### src/hdl/mrcs_map.sv
// Shared row/column map memory with per-entry valid bits (unwritten entry reads as identity).
module mrcs_map #(
    parameter int MW = 4
) (
    input  logic          clk,
    input  logic          rst_n,
    input  logic          rd_en,
    input  logic          wr_en,
    input  logic [MW:0]   addr,
    input  logic [MW-1:0] wdata,
    output logic [MW-1:0] rdata
);

    localparam int DEPTH = 2 << MW;

    logic [MW-1:0]    mem [DEPTH];
    logic [DEPTH-1:0] valid_reg;
    logic [MW-1:0]    rdata_reg;

    // Map storage
    always_ff @(posedge clk)
    begin
        if (wr_en)
        begin
            mem[addr] <= wdata;
        end
    end

    // Registered read; an entry never written holds its own index
    always_ff @(posedge clk)
    begin
        if (rd_en)
        begin
            rdata_reg <= valid_reg[addr] ? mem[addr] : addr[MW-1:0];
        end
    end

    // Valid bits, cleared at reset
    always_ff @(posedge clk or negedge rst_n)
    begin
        if (!rst_n)
        begin
            valid_reg <= '0;
        end
        else if (wr_en)
        begin
            valid_reg[addr] <= 1'b1;
        end
    end

    assign rdata = rdata_reg;

endmodule

### config.mk
export PLATFORM = sky130hd
export DESIGN_NAME = mrcs_map
export DESIGN_NICKNAME = d
export VERILOG_FILES = /design/src/hdl/mrcs_map.sv
export SDC_FILE = /design/constraint.sdc
export NUM_CORES = 1
export LEC_CHECK = 0
export ABC_AREA = 1
export BUFFER_PORTS_ARGS = -buffer_cell sky130_fd_sc_hd__buf_4
export CAP_MARGIN = 20
export CORE_UTILIZATION = 50
export DETAILED_ROUTE_END_ITERATION = 16
export PLACE_DENSITY = 0.63
export SLEW_MARGIN = 20
export SYNTH_ARGS = -nofsm -noshare
export SYNTH_HDL_FRONTEND = slang
export SYNTH_SLANG_ARGS = --single-unit
### constraint.sdc
create_clock -name clk -period 1.6 [get_ports clk]
set_input_delay 0.32 -clock clk [delete_from_list [all_inputs] [get_ports clk]]
set_output_delay 0.32 -clock clk [all_outputs]
set_load 0.005 [all_outputs]
Yosys cells after proc, flatten, opt, wreduce, memory -nomap -nowiden
Memories as Yosys holds them, arrays and structs flattened.
Cells that the tools add are included.

storage, ports and cells
  output and inout bits = 4
  register bits = 36
  RAM bits = 128
  memories kept = 1
  bits of input ports = 13
  word-level logic and storage cells = 14

memories
  memory  words  bits a word  rd ports  clocked after memory_dff  write ports  line  RTL
  mem     32     4            1         0                         1            16    logic [MW-1:0] mem [DEPTH];

operators by class
  reductions and logical operators = 1
  $lt $le $gt $ge = 2
  multiplexer cells = 7
  bitwise gates (word level) = 1

operators with widths
  cell                  number
  $or A32 B32 Y32       1
  $lt A5 B6 Y1 const B  1
  $bmux W1 S5           1
  $demux W1 S5          1
  $ge A5 B1 Y1 const B  1
  $mux W1               4
  $mux W4               1
  $logic_and A1 B1 Y1   1

Logic depth before layout (Yosys ltp)
Gate-level depths: netlist (run 1).

  depth in word-level cells = 5
  mapped depth = 14
  gate-level depth less buffers = 11

Worst setup path after synthesis (run 1)
Ideal clock, no wire load.

  path type = input-to-reg
  start point = input addr[1]
  end point = memory mem[0][0] (enable)
  library setup time = 0.329 ns
  data arrival time = 1.393 ns
  path buffers = 3
  stages = 6
  data required time = 1.271 ns
  path slack = -0.122 ns
  cells stage by stage = buf_2 inv_2 clkbuf_1 nand3_1 buf_2 nor2_1

RTL lines
  item         line  RTL
  from (decl)  9     input logic [MW:0] addr,
  to (decl)    16

Straight into the memory's write port.

Worst setup path in the final report (run 1)
  start point = input addr[2]
  end point = memory mem[27][0] (enable)

Straight into the memory's write port.

==> impl_metrics.env, run 1 <==
export IMPL_rsz0062_at_grt="false"
export IMPL_vias=5031
export IMPL_antenna_cells=0
export IMPL_track_usage=0.2437
export IMPL_synth_adder_area_share=0
export IMPL_synth_edff_count=132
export IMPL_syn_area_um2=7018
export IMPL_final_setup_worst_slack_ps=95.85
export IMPL_dp_slack_ps=-426.2
export IMPL_clock_skew_ps=4.867
export IMPL_required_ps=1730
export IMPL_synth_flop_cell="edfxtp_1"
export IMPL_drc=0
export IMPL_drt_iter0_markers=374
export IMPL_cp_max_fo=6
export IMPL_wl_per_cell_um=16.33
export IMPL_timing_hold_ws_ps=150.3
export IMPL_postRouteAntennaNets=0
export IMPL_cp_cell_sequence="buf_4 > buf_4 > nor3_1 > inv_1 > nor2_1 > buf_4"
export IMPL_crit_path_end_kind="flip-flop"
export IMPL_cp_data_arrival_time_ps=1640
export IMPL_path_common_cell="buf_4"
export IMPL_ys_ff_latch=164
export IMPL_crit_path_max_incr_delay_ps=540
export IMPL_async_flop_share=0.1951
export IMPL_finalHoldViolations=0
export IMPL_drive_gt1_frac=0.1778
export IMPL_yosysMostFrequentCell="nand2_1"
export IMPL_setup_viol=0
export IMPL_synth_area_mux_share=0
export IMPL_p_per_area_nw_per_um2=1161
export IMPL_clock_sinks=164
export IMPL_synthXorXnorAreaFrac=0
export IMPL_max_freq_mhz=664.8
export IMPL_coreArea_um2=13450
export IMPL_hold_class="input port to flip-flop"
export IMPL_die_h_um=120.5
export IMPL_grt_antenna_before_repair=0
export IMPL_synth_compound_area_frac=0.009984
export IMPL_cts_buffer_depth=2
export IMPL_row_count=42
export IMPL_dp_cells=953
export IMPL_worst_setup_path_start_kind="input port"
export IMPL_slew_violations=0
export IMPL_synthTopCellsByCount="nand2_1, edfxtp_1, nor2_1"
export IMPL_crit_slowest_cell="nor3_1"
export IMPL_finalCritPeriodShare=0.9401
export IMPL_totalWireLength_um=16100
export IMPL_synth_simple_area_share=0.2820
export IMPL_start_util=0.5217
export IMPL_synth_area_leaders="edfxtp_1, nand2_1, dfrtp_1"
export IMPL_gp_congestion=0.9637
export IMPL_max_cap_violations=0
export IMPL_fin_tns_setup_ps=0
export IMPL_power_leakage_nw=3.739
export IMPL_vdd_drop_max_mv=1.142
export IMPL_cts_buffers=17
export IMPL_layoutNonFillerInstCount=986
export IMPL_synth_area_leader_cell="edfxtp_1"
export IMPL_syn_avg_cell_area_um2=9.640
export IMPL_largest_reg_flops=128
export IMPL_crit_type="input port to flip-flop"
export IMPL_dp_hpwl_um=10320
export IMPL_r2r_slack_ps=170
export IMPL_wl_met2_um=7540
export IMPL_grt_pass1_vias=5195
export IMPL_syn_inst=728
export IMPL_portBuffers=16
export IMPL_max_slew_margin_rel=0.5755
export IMPL_ys_warnings_count=0
export IMPL_yosysSeqAreaShare=0.6789
export IMPL_grt_pass1_wl_um=26060
export IMPL_fp_dieW_um=120.5
export IMPL_cp_top_family="simple AND/OR/NAND/NOR gates"
export IMPL_worst_pin_slew_ps=631.8
export IMPL_cts_tree="yes"
export IMPL_grt_max_degree=44
export IMPL_yosysTopAreaCellShare=0.5648
export IMPL_htreeDepth=4
export IMPL_worstSkewPairLatency_ps=420
export IMPL_top_layer="met4"
export IMPL_drt_first_pass_iters=6
export IMPL_fin_crit_ps=1504
export IMPL_synth_top_family_by_area="simple AND/OR/NAND/NOR gates"
export IMPL_utilization=0.6243
export IMPL_root_buffer="clkbuf_16"
export IMPL_wirelength_met1_um=7322
export IMPL_dr_wl_met3_um=913
export IMPL_syn_to_final_growth_pct=19.66
export IMPL_yosysUniqueCellTypes=17
export IMPL_path_buf_inv=4
export IMPL_nFillCells=1174
export IMPL_outcome="completed"
export IMPL_io_pins=17
export IMPL_syn_nets=741
export IMPL_die_area_um2=14510
export IMPL_viasPerCell=5.102
export IMPL_nets=810
export IMPL_clk_pin_slew_ps=60
export IMPL_gr_total_overflow=0
[placed cells by master, fill, tap and decap left out, drive strengths merged]
cell type      n
nor3           8
nand3          8
dfrtp         32
clkbuf        21
or2           25
nand2        419
inv           20
clkinvlp       1
dlygate4sd3    1
edfxtp       132
buf           77
o21ai         14
nor2          42
clkinv         7
bufinv         3
[layout make-up]
type,count,area (µm²),share of cell area
clock buffer,21,440.4,0.05244
inverter,20,75.07,0.008939
timing repair buffer,78,650.6,0.07747
clock inverter,11,135.1,0.01609
sequential,164,4765,0.5673
tap,176,220.2,0.02622
multi-input combinational,516,2112,0.2515
[power by group]
part	switching (mW)	internal, mW	total, mW
Clock	1.55	2.43	3.98
Sequential	0.0861	4.81	4.90
Combinational	0.526	0.344	0.869
Total	2.16	7.59	9.75
[worst reg2reg max path: stages, from the launching register on]
cell and delay, ps:
dfrtp_1 380, nand2_1 70, o21ai_0 90, nand2_1 70
nand2_1 50, nand2_1 60, nand2_1 80, nor2_4 170
nand2_2 100, nand2_1 70, nand2_1 40
[per-layer routing]
metal  track usage  vias up
met3       0.05377       29
met5             0        -
li1              -     2460
met2        0.3944      167
met4       0.09105        0
met1        0.3239     2375
[through the flow]
stage	instance area, µm²	total power, mW
after global placement	7787	5.818
after detailed placement	7787	5.839
after global routing	8398	10.09
after floorplan	7066	5.467
final	8398	9.751
after CTS	8373	9.804
[cells by family (layout without fill, tap and decap cells)]
kind of cell / after synthesis / count (layout)
AO/OA/AOI/OAI: 14 / 14
buffers and inverters: 48 / 130
flip-flops: 164 / 164
AND/OR/NAND/NOR: 502 / 502
[final timing paths]
path / from / end / cells after the start
worst max register to register: valid_reg[1] / rdata[0] / 10
worst min-delay path: rd_en / rdata[3] / 1
worst max-delay path: addr[2] / mem[27][0] / 6
max in group asynchronous: rst_n / valid_reg[5] / 2
min in group asynchronous: rst_n / valid_reg[8] / 2
worst min register to register: valid_reg[28] / valid_reg[28] / 2
[timing repair]
item / in CTS / in global routing
resized for setup: 0 / 7
setup endpoints to repair: 0 / 29
buffers inserted: 0 / 0
hold buffers: 1 / 0
endpoints found under the hold margin: 32 / 0
No activity file was read; power rests on OpenSTA's default activity.
==> run 2, diff against run 1 <==
- clock period: 1.6 -> 1.4 ns (I/O delays scaled with it)
==> impl_metrics.env, run 2 (synthesized netlist as in run 1, its figures left out) <==
export IMPL_drt_first_pass_iters=4
export IMPL_gp_congestion=0.8491
export IMPL_clock_skew_ps=4.206
export IMPL_row_count=42
export IMPL_setup_viol=0
export IMPL_hold_class="input port to flip-flop"
export IMPL_worst_setup_path_start_kind="flip-flop"
export IMPL_placed_cell_area_um2=7918
export IMPL_final_common_cell="nand2_1"
export IMPL_max_cap_violations=0
export IMPL_postRouteAntennaNets=0
export IMPL_vdd_drop_max_mv=0.9104
export IMPL_vias=4991
export IMPL_io_pins=17
export IMPL_drc=0
export IMPL_stdcell_area_um2=8527
export IMPL_layoutNonFillerInstCount=980
export IMPL_max_freq_mhz=742.3
export IMPL_cp_max_fo=4
export IMPL_htreeDepth=4
export IMPL_wirelength_met1_um=7267
export IMPL_worst_pin_slew_ps=463.5
export IMPL_syn_to_final_growth_pct=21.50
export IMPL_largest_reg_flops=128
export IMPL_wl_per_cell_um=15.76
export IMPL_utilization=0.6338
export IMPL_wl_met2_um=7186
export IMPL_nFillCells=1102
export IMPL_grt_pass1_wl_um=24970
export IMPL_finalHoldViolations=0
export IMPL_top_layer="met4"
export IMPL_fin_crit_ps=1347
export IMPL_dp_cells=945
export IMPL_required_ps=1580
export IMPL_track_usage=0.2340
export IMPL_outcome="completed"
export IMPL_grt_pass1_vias=4974
export IMPL_clk_pin_slew_ps=60
export IMPL_root_buffer="clkbuf_16"
export IMPL_p_per_area_nw_per_um2=1289
export IMPL_grt_antenna_before_repair=0
export IMPL_portBuffers=16
export IMPL_slew_violations=0
export IMPL_worstSkewPairLatency_ps=420
export IMPL_cp_data_arrival_time_ps=1530
export IMPL_nets=804
export IMPL_timing_hold_ws_ps=99.25
export IMPL_clock_sinks=164
export IMPL_antenna_cells=0
export IMPL_fp_dieW_um=120.5
export IMPL_crit_path_end_kind="flip-flop"
export IMPL_crit_type="flip-flop to flip-flop"
export IMPL_final_cell_mix="nand2_1, edfxtp_1, buf_4"
export IMPL_die_h_um=120.5
export IMPL_die_area_um2=14510
export IMPL_cts_buffer_depth=2
export IMPL_drt_iter0_markers=409
export IMPL_grt_max_degree=42
export IMPL_viasPerCell=5.093
export IMPL_dr_wl_met3_um=698
export IMPL_cts_buffers=17
export IMPL_finalCritPeriodShare=0.9623
export IMPL_power_leakage_nw=3.714
export IMPL_max_slew_margin_rel=0.6910
export IMPL_fin_total_pwr_mw=10.99
export IMPL_dp_hpwl_um=10180
export IMPL_rsz0062_at_grt="true"
export IMPL_drive_gt1_frac=0.2090
export IMPL_totalWireLength_um=15450
export IMPL_start_util=0.5217
export IMPL_cts_tree="yes"
export IMPL_coreArea_um2=13450
export IMPL_gr_total_overflow=0
-- run 2: changes by cell type in the layout (fill, tap and decap cells not counted), sizes merged --
| cell | change |
|---|---|
| buf | -6 |
| clkinv | -4 |
| clkinvlp | +4 |
| bufinv | -2 |
| clkbuf | +2 |
-- run 2: layout make-up --
class | instances | area, µm² | share of cell area
clock buffer | 23 | 478.0 | 0.05605
clock inverter | 9 | 81.33 | 0.009538
inverter | 20 | 77.57 | 0.009098
multi-input combinational | 516 | 2225 | 0.2609
sequential | 164 | 4765 | 0.5588
tap | 176 | 220.2 | 0.02583
timing repair buffer | 72 | 680.7 | 0.07982
-- run 2: path summary, 6_finish.rpt --
| kind | end | startpoint | slack [ps] | cells after the start |
|---|---|---|---|---|
| max | rdata[0] | valid_reg[2] | 50 | 10 |
| min | rdata[1] | rd_en | 100 | 1 |
| max reg2reg | rdata[0] | valid_reg[2] | 50 | 10 |
| min reg2reg | valid_reg[14] | valid_reg[14] | 460 | 2 |
| max in group asynchronous | valid_reg[22] | rst_n | 720 | 2 |
| min in group asynchronous | valid_reg[9] | rst_n | 360 | 2 |
-- run 2: metrics by stage --
stage	TNS [ps]	worst slack, ps
final	0	52.75
after global routing	-190.9	-50.87
after CTS	0	21.63
after detailed placement	-29890	-321.4
after global placement	-27250	-308.4
after floorplan	-1715	-51.38
-- run 2: timing repair --
item,CTS,global route
endpoints found under the setup margin,0,4
gates resized for setup,0,11
endpoints found under the hold margin,32,0
hold buffers,1,0
buffers inserted,0,2
-- run 2: critical path: stages, from the launching register on --
cell and delay [ps]:
dfrtp_1 400, nand2_1 80, nand2_1 50, nand2_1 50
nand2_1 50, nand2_1 70, nand2_2 60, nor2_4 140
nand2_2 90, nand2_1 70, nand2_1 40
-- run 2: where the power goes --
group | switching (mW) | internal [mW]
Clock | 1.78 | 2.57
Combinational | 0.605 | 0.435
Sequential | 0.105 | 5.50
-- run 2: layer usage --
| layer | track usage | vias to the layer above |
|---|---|---|
| met5 | 0 | - |
| li1 | - | 2456 |
| met2 | 0.3689 | 135 |
| met4 | 0.09182 | 0 |
| met1 | 0.3277 | 2377 |
| met3 | 0.03679 | 23 |
